--- config.mk ---
export PLATFORM = sky130hd
export DESIGN_NAME = epoch_seconds_to_calendar
export DESIGN_NICKNAME = d
export VERILOG_FILES = /design/src/sv/es2c_pkg.sv /design/src/sv/es2c_split.sv /design/src/sv/es2c_date.sv /design/src/sv/epoch_seconds_to_calendar.sv
export SDC_FILE = /design/constraint.sdc
export NUM_CORES = 2
export LEC_CHECK = 0
export BUFFER_PORTS_ARGS = -buffer_cell sky130_fd_sc_hd__buf_2
export CORE_MARGIN = 2
export CORE_UTILIZATION = 40
export CTS_CLUSTER_SIZE = 10
export DETAILED_ROUTE_END_ITERATION = 10
export GPL_TIMING_DRIVEN = 0
export PLACE_DENSITY = 0.64
export SLEW_MARGIN = 20
export SYNTH_ARGS = -nofsm -noshare
export SYNTH_HDL_FRONTEND = slang
export SYNTH_SLANG_ARGS = --single-unit
--- constraint.sdc ---
create_clock -name clk_i -period 15.4 [get_ports clk_i]
set_input_delay 0.77 -clock clk_i [delete_from_list [all_inputs] [get_ports clk_i]]
set_output_delay 0.77 -clock clk_i [all_outputs]
set_load 0.01 [all_outputs]
--- src/sv/es2c_pkg.sv ---
package es2c_pkg;

  localparam int unsigned SecsPerMin  = 60;
  localparam int unsigned SecsPerHour = 60 * 60;
  localparam int unsigned SecsPerDay  = SecsPerHour * 24;
  localparam int unsigned EpochYear   = 1970;

  // Day count since the epoch fits 16 bits (at most 49710).
  localparam int unsigned DayW = 16;
  // Seconds within a day fit 17 bits.
  localparam int unsigned SodW = 17;

  // Decoded time of day, as carried out of the last pipeline stage.
  typedef struct packed {
    logic [4:0] hour;
    logic [5:0] minute;
    logic [5:0] second;
  } tod_t;

  // Leap test for a year in 1970..2106; 2100 is the only century in range.
  function automatic logic is_leap(input logic [11:0] y);
    return (y[1:0] == 2'd0) && (y != 12'd2100);
  endfunction

  // Cumulative days before month m (0..12), normal or leap row.
  function automatic logic [8:0] cum_days(input logic leap, input logic [3:0] m);
    logic [8:0] base;
    unique case (m)
      4'd0:    base = 9'd0;
      4'd1:    base = 9'd31;
      4'd2:    base = 9'd59;
      4'd3:    base = 9'd90;
      4'd4:    base = 9'd120;
      4'd5:    base = 9'd151;
      4'd6:    base = 9'd181;
      4'd7:    base = 9'd212;
      4'd8:    base = 9'd243;
      4'd9:    base = 9'd273;
      4'd10:   base = 9'd304;
      4'd11:   base = 9'd334;
      default: base = 9'd365;
    endcase
    return base + ((leap && m >= 4'd2) ? 9'd1 : 9'd0);
  endfunction

  // Days from the epoch to January 1 of year offset k (0..136 from 1970).
  function automatic logic [DayW-1:0] year_start(input logic [7:0] k);
    logic [DayW-1:0] n;
    logic [DayW-1:0] leaps;
    n = {8'd0, k};
    // Leap years in 1970..1969+k: count multiples of 4 from 1972, drop 2100.
    leaps = (n + 16'd1) >> 2;
    if (k > 8'd130) leaps = leaps - 16'd1;
    return DayW'(n * 16'd365) + leaps;
  endfunction

endpackage

--- src/sv/es2c_split.sv ---
// Stages 1 and 2: split seconds into day count and seconds within the day.
module es2c_split (
  input  logic                         clk_i,
  input  logic                         rst_ni,
  input  logic                         en_i,
  input  logic                         valid_i,
  input  logic [31:0]                  secs_i,
  output logic                         valid_o,
  output logic [es2c_pkg::DayW-1:0]    days_o,
  output logic [es2c_pkg::SodW-1:0]    sod_o
);
  import es2c_pkg::*;

  logic            v1_q;
  logic [31:0]     secs1_q;
  logic [DayW-1:0] days1_q;
  logic [48:0]     prod;
  logic [DayW-1:0] dq;
  logic [SodW-1:0] sod;
  logic [SodW-1:0] sod_d;
  logic [DayW-1:0] days_d;

  // Reciprocal estimate of t / 86400 with floor(2^33 / 86400); may be one low.
  assign prod = 49'(secs_i) * 49'd99420;
  assign dq   = prod[48:33];

  always_ff @(posedge clk_i or negedge rst_ni) begin
    if (!rst_ni) begin
      v1_q <= 1'b0;
    end else if (en_i) begin
      v1_q <= valid_i;
    end
  end

  always_ff @(posedge clk_i) begin
    if (en_i) begin
      secs1_q <= secs_i;
      days1_q <= dq;
    end
  end

  // Correct the estimate when the remainder reaches a whole day.
  always_comb begin
    sod    = SodW'(secs1_q - 32'(days1_q) * 32'(SecsPerDay));
    days_d = days1_q;
    sod_d  = sod;
    if (sod >= SodW'(SecsPerDay)) begin
      sod_d  = sod - SodW'(SecsPerDay);
      days_d = days1_q + 16'd1;
    end
  end

  always_ff @(posedge clk_i or negedge rst_ni) begin
    if (!rst_ni) begin
      valid_o <= 1'b0;
    end else if (en_i) begin
      valid_o <= v1_q;
    end
  end

  always_ff @(posedge clk_i) begin
    if (en_i) begin
      days_o <= days_d;
      sod_o  <= sod_d;
    end
  end
endmodule

--- src/sv/es2c_date.sv ---
// Stages 3 and 4: day count to year, then to month and day; seconds within
// the day to hour, then to minute and second.
module es2c_date (
  input  logic                      clk_i,
  input  logic                      rst_ni,
  input  logic                      en_i,
  input  logic                      valid_i,
  input  logic [es2c_pkg::DayW-1:0] days_i,
  input  logic [es2c_pkg::SodW-1:0] sod_i,
  output logic                      valid_o,
  output logic [11:0]               year_o,
  output logic [3:0]                month_o,
  output logic [4:0]                day_o,
  output es2c_pkg::tod_t            tod_o
);
  import es2c_pkg::*;

  logic       v3_q;
  logic [7:0] k3_q;
  logic [8:0] doy3_q;
  logic [4:0] hr3_q;
  logic [11:0] remh3_q;
  logic [7:0] kg;
  logic [7:0] k;
  logic [DayW-1:0] ys;
  logic [DayW-1:0] ys_g;
  logic [DayW-1:0] ys_p;
  logic [33:0] hprod;
  logic [4:0]  hr;
  logic [11:0] rem_h;
  logic [24:0] mprod;
  logic [5:0]  mn;
  logic [11:0] y3;
  logic        leap3;
  logic [3:0]  m;
  logic [8:0]  dm;

  // Year guess days/365 (exact or one high), then step back once.
  always_comb begin
    kg   = 8'((32'(days_i) * 32'd45965) >> 24);
    ys_g = year_start(kg);
    ys_p = year_start(kg - 8'd1);
    k    = kg;
    ys   = ys_g;
    if (ys_g > days_i) begin
      k  = kg - 8'd1;
      ys = ys_p;
    end
  end

  // Hour by reciprocal multiply with ceil(2^28 / 3600), exact below 86400.
  always_comb begin
    hprod = 34'(sod_i) * 34'd74566;
    hr    = hprod[32:28];
    rem_h = 12'(sod_i - 17'(hr) * 17'(SecsPerHour));
  end

  always_ff @(posedge clk_i or negedge rst_ni) begin
    if (!rst_ni) begin
      v3_q <= 1'b0;
    end else if (en_i) begin
      v3_q <= valid_i;
    end
  end

  always_ff @(posedge clk_i) begin
    if (en_i) begin
      k3_q    <= k;
      doy3_q  <= 9'(days_i - ys);
      hr3_q   <= hr;
      remh3_q <= rem_h;
    end
  end

  // Month search over the cumulative table, compares in parallel.
  always_comb begin
    y3    = 12'(EpochYear) + 12'(k3_q);
    leap3 = is_leap(y3);
    m     = 4'd0;
    for (int i = 1; i < 12; i++) begin
      if (doy3_q >= cum_days(leap3, 4'(i))) m = 4'(i);
    end
    dm = doy3_q - cum_days(leap3, m);
  end

  // Minute by reciprocal multiply with ceil(2^18 / 60), exact below 3600.
  always_comb begin
    mprod = 25'(remh3_q) * 25'd4370;
    mn    = mprod[23:18];
  end

  always_ff @(posedge clk_i or negedge rst_ni) begin
    if (!rst_ni) begin
      valid_o <= 1'b0;
    end else if (en_i) begin
      valid_o <= v3_q;
    end
  end

  always_ff @(posedge clk_i) begin
    if (en_i) begin
      year_o       <= y3;
      month_o      <= m + 4'd1;
      day_o        <= 5'(dm) + 5'd1;
      tod_o.hour   <= hr3_q;
      tod_o.minute <= mn;
      tod_o.second <= 6'(remh3_q - 12'(mn) * 12'(SecsPerMin));
    end
  end

  a_month_range: assert property (@(posedge clk_i) disable iff (!rst_ni)
    valid_o |-> (month_o >= 4'd1 && month_o <= 4'd12)) else $error("month out of range");
  a_day_range: assert property (@(posedge clk_i) disable iff (!rst_ni)
    valid_o |-> (day_o >= 5'd1)) else $error("day zero");
  a_year_range: assert property (@(posedge clk_i) disable iff (!rst_ni)
    valid_o |-> (year_o >= 12'd1970 && year_o <= 12'd2106)) else $error("year out of range");
endmodule

--- src/sv/epoch_seconds_to_calendar.sv ---
// Converts unsigned 32-bit seconds since 1970-01-01 00:00:00 UTC into the
// Gregorian date and time of day. It is a four-stage pipeline that takes one
// beat per cycle while the output is not stalled; each beat passes through
// the split stages and then the date stages. A result held on a stalled
// output freezes the whole pipeline, so nothing is lost or repeated. The
// day split uses a reciprocal multiply, the year comes from a day-count
// estimate checked against the start of that year, and hour and minute
// are decoded by reciprocal multiplies alongside the date stages.
module epoch_seconds_to_calendar (
  input  logic        clk_i,
  input  logic        rst_ni,
  input  logic        s_axis_tvalid,
  output logic        s_axis_tready,
  input  logic [31:0] s_axis_tdata,  // [31:0] epoch_seconds
  output logic        m_axis_tvalid,
  input  logic        m_axis_tready,
  output logic [39:0] m_axis_tdata   // year[11:0] month[15:12] day_of_month[20:16]
                                     // hour[25:21] minute[31:26] second[37:32]
);
  import es2c_pkg::*;

  logic            en;
  logic            v2;
  logic [DayW-1:0] days2;
  logic [SodW-1:0] sod2;
  tod_t            tod4;
  logic [11:0]     year;
  logic [3:0]      month;
  logic [4:0]      day;

  // Pipeline advances unless a held result is not taken.
  assign en            = !m_axis_tvalid || m_axis_tready;
  assign s_axis_tready = en;

  es2c_split u_split (
    .clk_i   (clk_i),
    .rst_ni  (rst_ni),
    .en_i    (en),
    .valid_i (s_axis_tvalid),
    .secs_i  (s_axis_tdata),
    .valid_o (v2),
    .days_o  (days2),
    .sod_o   (sod2)
  );

  es2c_date u_date (
    .clk_i   (clk_i),
    .rst_ni  (rst_ni),
    .en_i    (en),
    .valid_i (v2),
    .days_i  (days2),
    .sod_i   (sod2),
    .valid_o (m_axis_tvalid),
    .year_o  (year),
    .month_o (month),
    .day_o   (day),
    .tod_o   (tod4)
  );

  assign m_axis_tdata = {2'b00, tod4.second, tod4.minute, tod4.hour, day, month, year};

  a_hold: assert property (@(posedge clk_i) disable iff (!rst_ni)
    (m_axis_tvalid && !m_axis_tready) |=> m_axis_tvalid) else $error("result dropped");
  a_ready: assert property (@(posedge clk_i) disable iff (!rst_ni)
    !m_axis_tvalid |-> s_axis_tready) else $error("blocked while empty");
  a_tod: assert property (@(posedge clk_i) disable iff (!rst_ni)
    m_axis_tvalid |-> (tod4.hour < 5'd24 && tod4.minute < 6'd60 && tod4.second < 6'd60))
    else $error("time of day out of range");
endmodule
---- After elaboration in Yosys (flattened, before gate mapping) ----
Memory sizes are Yosys's and may differ from the RTL's.
Cells that the tools add are included.
operators by class
  add/subtract/negate cells ............... 28
  $mul .................................... 9
  magnitude comparators ................... 16
  equal/unequal tests ..................... 1
  muxes and demuxes ....................... 19
  reductions and logical operators ........ 5
operators with widths
  kind                    count
  $ge 9x9->1              10
  $mul 32x15->47 const B  1
  $mux 4                  10
  $add 8x9->9 const A     4
  $mul 16x16->32 const B  1
  $mul 17x16->32 const B  1
  $mux 16                 2
  $add 9x9->9 const A     3
  $mul 12x12->23 const B  1
  $add 7x9->9 const A     2
  $add 8x1->9 const B     2
  $mux 9                  2
  $ge 17x17->1 const B    1
  $mux 17                 1
  $sub 17x17->17          1
  $sub 17x17->17 const B  1
  $add 16x1->16 const B   1
  $add 16x16->16          1
  $gt 16x16->1            1
  $gt 8x8->1 const B      2
  $mul 16x10->10 const B  1
  $mul 8x9->16 const B    1
  $sub 14x1->15 const B   1
  $add 11x8->12 const A   1
  other kinds (23)        26
word-level totals
  register bits after elaboration ......... 142
  bits in read-only memories .............. 144
  input port bits ......................... 36
  memories ................................ 1
memories
  memory            words  width  rd ports  clocked after Yosys merged registers in  write ports  line            source
  (name not given)  16     9      1         0                                        0            es2c_pkg.sv:28  unique case (m)

---- Depth between registers and ports, before layout ----
  depth after elaboration ................. 22
  gate-level depth with buffers ........... 69

---- By module ----
From an unflattened synthesis, not the netlist that was laid out.
second synthesis, totals
  cell total of the unflattened synthesis .. 2718
  area total of the unflattened synthesis .. 28562.4 um2
modules (own cells, without submodules)
  module                     instances  cells an instance  area each (um2)  sequential area each (um2)
  es2c_date                  1          1756               17951.0          2212.1
  es2c_split                 1          958                10586.4          2031.9
  epoch_seconds_to_calendar  1          4                  25.0             0.0

---- Worst setup path after synthesis ----
OpenSTA, ideal clock, no wires.
  kind .................................... register to register
  start point ............................. register u_split.days_o[11] in the netlist's numbering
  end point ............................... register u_date.doy3_q[8], data pin
  library setup time ...................... 256 ps
  arrival time ............................ 15004 ps
  slack ................................... 140 ps
  cell stages (with the launch flop) ...... 64
  buffers on the path ..................... 1
  clock period less this slack ............ 15260 ps
  cells stage by stage .................... edfxtp_1 inv_1 fa_1 inv_1 ha_1 fa_1 fa_1 fa_1 inv_1 fa_1 inv_1 ha_1 nand2_1 nor4_2 nand2_1 o32ai_4 nor2_1 xnor2_1 [... 28 more ...] nand3_1 o32a_1 o21ai_0 clkbuf_1 mux2_2 ha_1 inv_1 fa_1 a21o_1 a21oi_1 o21bai_1 a21oi_1 o21bai_1 a21oi_1 xnor2_1 nand2_1 or3_1 and4_1
between the ends
  longest elaborated chain between the ends .. 8
  elaborated cells on any way between the ends .. 17
  those cells by class .................... add/sub (8); mul (3); order compare (3); mux (3)
RTL lines
  what                                                 line                             source
  start: declaration                                   es2c_split.sv:9                  output logic [es2c_pkg::DayW-1:0] days_o,
  start signal: assignment                             es2c_split.sv:63                 days_o <= days_d;
  $mul 16x16->32                                       es2c_date.sv:40                  kg = 8'((32'(days_i) * 32'd45965) >> 24);
  $add 8x1->9 / $sub 8x1->8 (equally long branches)    es2c_pkg.sv:52, es2c_date.sv:42
  $sub 14x1->15 / $add 8x1->9 (equally long branches)  es2c_pkg.sv:53, es2c_pkg.sv:52
  $mux 16 / $sub 7x1->8 (equally long branches)        es2c_pkg.sv:53                   if (k > 8'd130) leaps = leaps - 16'd1;
  $add 16x16->16 / $mux 9 (equally long branches)      es2c_pkg.sv:54, es2c_pkg.sv:53
  $gt 16x16->1 / $add 9x9->9 (equally long branches)   es2c_date.sv:45, es2c_pkg.sv:54
  $mux 9 *                                             es2c_date.sv:45                  if (ys_g > days_i) begin
  $sub 9x9->9 *                                        es2c_date.sv:69                  doy3_q <= 9'(days_i - ys);
  end signal: assignment                               es2c_date.sv:69
  end: declaration                                     es2c_date.sv:20                  logic [8:0] doy3_q;
Mark *: on every way between the ends. The rest lies on a longest branch, timed or not.
A chain may end at the register's enable or synchronous reset.

---- Final worst setup path ----
  start point ............................. register u_split.days_o[5] in the netlist's numbering
  end point ............................... register u_date.doy3_q[8], data pin
between the ends
  longest elaborated chain between the ends .. 8
  elaborated cells on any way between the ends .. 17
  those cells by class .................... add/sub (8); mul (3); order compare (3); mux (3)
RTL lines
  what                                                 line
  $mul 16x16->32                                       es2c_date.sv:40
  $add 8x1->9 / $sub 8x1->8 (equally long branches)    es2c_pkg.sv:52, es2c_date.sv:42
  $sub 14x1->15 / $add 8x1->9 (equally long branches)  es2c_pkg.sv:53, es2c_pkg.sv:52
  $mux 16 / $sub 7x1->8 (equally long branches)        es2c_pkg.sv:53
  $add 16x16->16 / $mux 9 (equally long branches)      es2c_pkg.sv:54, es2c_pkg.sv:53
  $gt 16x16->1 / $add 9x9->9 (equally long branches)   es2c_date.sv:45, es2c_pkg.sv:54
  $mux 9                                               es2c_date.sv:45
  $sub 9x9->9 *                                        es2c_date.sv:69
Marks and branches as above.

==> metrics list <==
- Status: complete, no violations
- Dividing the detail-routed via count by the number of cells gives 4.81.
* Area share of xor/xnor cells in the synthesized design: 0.0557
- The setup path with the least slack is of type flip-flop to flip-flop.
- Of the total synthesized cell area, the portion taken by full adders, half adders and majority gates is 0.567.
- The synthesized-area fraction occupied by ao, oa, aoi and oai cells came to 0.0734.
* Max transition margin: 0.368
* Max Freq: 66.5 MHz
- Drt initial violations: 744
* Setup total negative slack: 0 ps
- Synthesis produced 2727 cells.
- Counting flops with a built-in enable in the synthesized netlist gives 138.
* Share of synthesized cell area in and, or, nand and nor gates: 0.0568
- HPWL after detailed placement: 46000 um
- Launch point of the worst reg-to-reg path: u_split.days_o[5]
- CTS tree: done
* Post-detailed-route DRC marker count: 0
* Die boundary width: 270 um
- Across every metal layer, demand over resource in global routing totals 0.159.
- Number of register bits inferred by synthesis: 142
- Fraction of the core area covered by cells at the end of the flow: 0.449
* Maxcap violations: 0
- The congestion estimate from routability-driven global placement came to 0.850.
- Placeable core area: 70100 um2
- After clock tree synthesis, the clock-pin slew on the worst setup and hold paths is 60 ps.
* Max-slew violation count: 0
- Endpoint of the lowest-slack register-to-register path: u_date.doy3_q[8]
- The clock drives 142 sinks.
- For the worst-skew pair, the clock arrives at the later sink with an insertion delay of 470 ps.
- The clock arrives with 11.1 ps of skew.
* Sequential-to-total area share from yosys stat: 0.149
* Initial antenna violation count: 1
- # IOs: 78
- Drt first pass iters: 5
- The min-delay analysis places its worst path in the category input port to asynchronous set/reset pin.
* Highest-count cells in the layout ignoring fill and taps: 736 x ha_1, 669 x inv_1, 336 x fa_1, 138 x edfxtp_1, 101 x xnor2_1
- Count of buffers inserted at the top-level ports: 75
- Cell area after synthesis: 28400 um2
* Data arrival, critical path: 15250 ps
* Detailed-route wire length: 55300 um
* Number of buffers created by CTS: 17
* Most numerous cell on the critical path: fa_1
- Relative to the synthesized area, the layout overhead comes to 10.8%.
- Setup violators final: 0
- In the final routed layout, each cell accounts on average for 14.4 um.
- Portion of the clock cycle consumed by the worst path in the final layout: 0.977
- The smallest clock period supported by the final layout is computed as 15040 ps.
* Element type at the critical path start: flip-flop
- Vertical die dimension: 270 um
- Share of cell area taken by muxes after synthesis: 0.00405
* Multi-input logic area: 21900 um2
- Number of core rows: 97
- First-pass GRT wire length: 94300 um
- Maximum single-stage delay on the critical path: 590 ps
* Yosys Warn Count: 0
* Mean instance size in the synthesized netlist: 10.4 um2
- Transition at the pin with the smallest max-transition slack: 940 ps
- The number of cells on the worst reg-to-reg path is 66.
- Area of all sequential standard cells: 4240 um2
- Summed over all layers, the global routing overflow is 0.
- In this run the remaining antenna-violating nets after routing total 0.
- Fraction of final layout cells sized beyond drive strength 1: 0.0942
- Vias in the first global route: 19100
* Most common library cell in the layout ignoring fill and taps: ha_1
- For this configuration, the core starts out at a cell density of 0.405.
- Entering global routing, the biggest net connects 46 pins.
- Count of hold buffers inserted by post-cts repair: 0
- Maximum level of the CTS H-tree: 4
- Yosys mapped the design onto 88 distinct sky130hd cell types.
- The slowest stage of the critical path belongs to the cell fa_1.
- The number of endpoints with negative hold slack in the final report was 0.
* Critical path endpoint category: flip-flop
- Among all flip-flop cells after synthesis, the most frequent one is edfxtp_1.
* Clock Tree Root: clkbuf_16
- Worst-path fanout max: 7
- Required time of the worst setup path: 15610 ps
- Total Die Area: 73200 um2
- Fill cells in the final layout number 6704.
- Number of vias in the routed layout: 18500
- For this run, the post-layout net count is 4006.
* Buffer depth of the longest clock path: 2
- After synthesis, the largest family of logic cells by area is adder cells.
- Ys async rst share: 0.0282
- Worst R2R Setup Slack: 360 ps
-- state kept, by name (all words and copies together), names as in the netlist --
name	cells
u_date.day_o	5
u_date.v3_q	1
u_date.remh3_q	12
u_split.days1_q	16
u_split.days_o	16
u_split.secs1_q	17
u_date.valid_o	1
u_date.k3_q	8
u_date.year_o	12
u_date.month_o	4
u_split.sod_o	17
u_split.v1_q	1
u_date.hr3_q	5
u_date.doy3_q	9
u_date.tod_o	17
u_split.valid_o	1
-- area by class of cell --
cell class | count | share of cell area
Sequential cell | 142 | 0.135
Timing Repair Buffer | 140 | 0.0299
Multi-Input combinational cell | 1887 | 0.694
Clock buffer | 17 | 0.0135
Clock inverter | 14 | 0.00537
Antenna cell | 1 | 0.0000795
Tap cell | 940 | 0.0374
Inverter | 682 | 0.0817
Buffer | 16 | 0.00302
-- worst max-delay path: cells and delay by family (launching register included) --
kind            cells  cell delay (ps)
fa+ha+maj          17             6390
simple gates       16             2840
compound gates     16             2800
buf+inv            11             1010
xor+xnor            5              980
flops               1              420
mux                 1              350
-- synthesized netlist by cell type, drive strengths merged (19+ instances only) --
library cell / n / area (um2)
a21o: 48 / 369
a21oi: 78 / 390
edfxtp: 138 / 4140
fa: 339 / 6790
ha: 745 / 9320
inv: 682 / 2560
nand2: 66 / 248
nand3: 28 / 140
nand4: 19 / 119
nor2: 83 / 314
nor2b: 20 / 125
nor3: 30 / 150
o21a: 22 / 173
o21ai: 50 / 250
xnor2: 111 / 1010
xor2: 59 / 524
-- worst max-delay path by stage --
stage / start / end / slack (ps) / depth (start not counted)
5_1_grt: u_split.days_o[5] / u_date.doy3_q[8] / -290 / 66
6_report: u_split.days_o[5] / u_date.doy3_q[8] / 360 / 66
3_5_place_dp: u_split.days_o[10] / u_date.doy3_q[8] / -1980 / 64
4_1_cts: u_split.days_o[10] / u_date.doy3_q[8] / 3 / 64
2_1_floorplan: u_split.days_o[11] / u_date.doy3_q[8] / 140 / 63
3_3_place_gp: u_split.days_o[10] / u_date.doy3_q[8] / -2450 / 61
-- routing by layer --
metal,global-route usage,up-vias,routed length [um]
li1,-,9287,-
met1,0.214,8895,26100
met2,0.275,234,26800
met3,0.0183,50,1530
met4,0.0366,0,809
met5,0,-,0
-- through the flow --
stage / worst slack, ps / hold WS [ps] / area (um2) / std cells
floorplan: 140 / 400 / 28400 / 2728
global placement: -2450 / 403 / 30000 / 3743
detailed placement: -1980 / 406 / 30000 / 3747
CTS: 3.15 / 55.9 / 31100 / 3815
global route: -286 / 69.1 / 31500 / 3839
finish: 362 / 96.3 / 31500 / 3839
-- timing repair --
action	4_1_cts	5_1_grt
buffers inserted	38	24
pin swaps	10	39
endpoints found under the setup margin	9	2
hold endpoints to repair	0	0
gates resized for setup	30	49
-- cells by family after synthesis --
logic type | after synthesis
AO/OA/AOI/OAI | 297
XOR/XNOR | 172
adder cells (fa/ha/maj) | 1084
buffers and inverters | 699
flip-flops | 142
multiplexers | 11
other | 1
AND/OR/NAND/NOR | 321
Power is left out: the tool's default activity adds up to more than one toggle a clock period on the data nets, which glitch-free logic cannot reach.
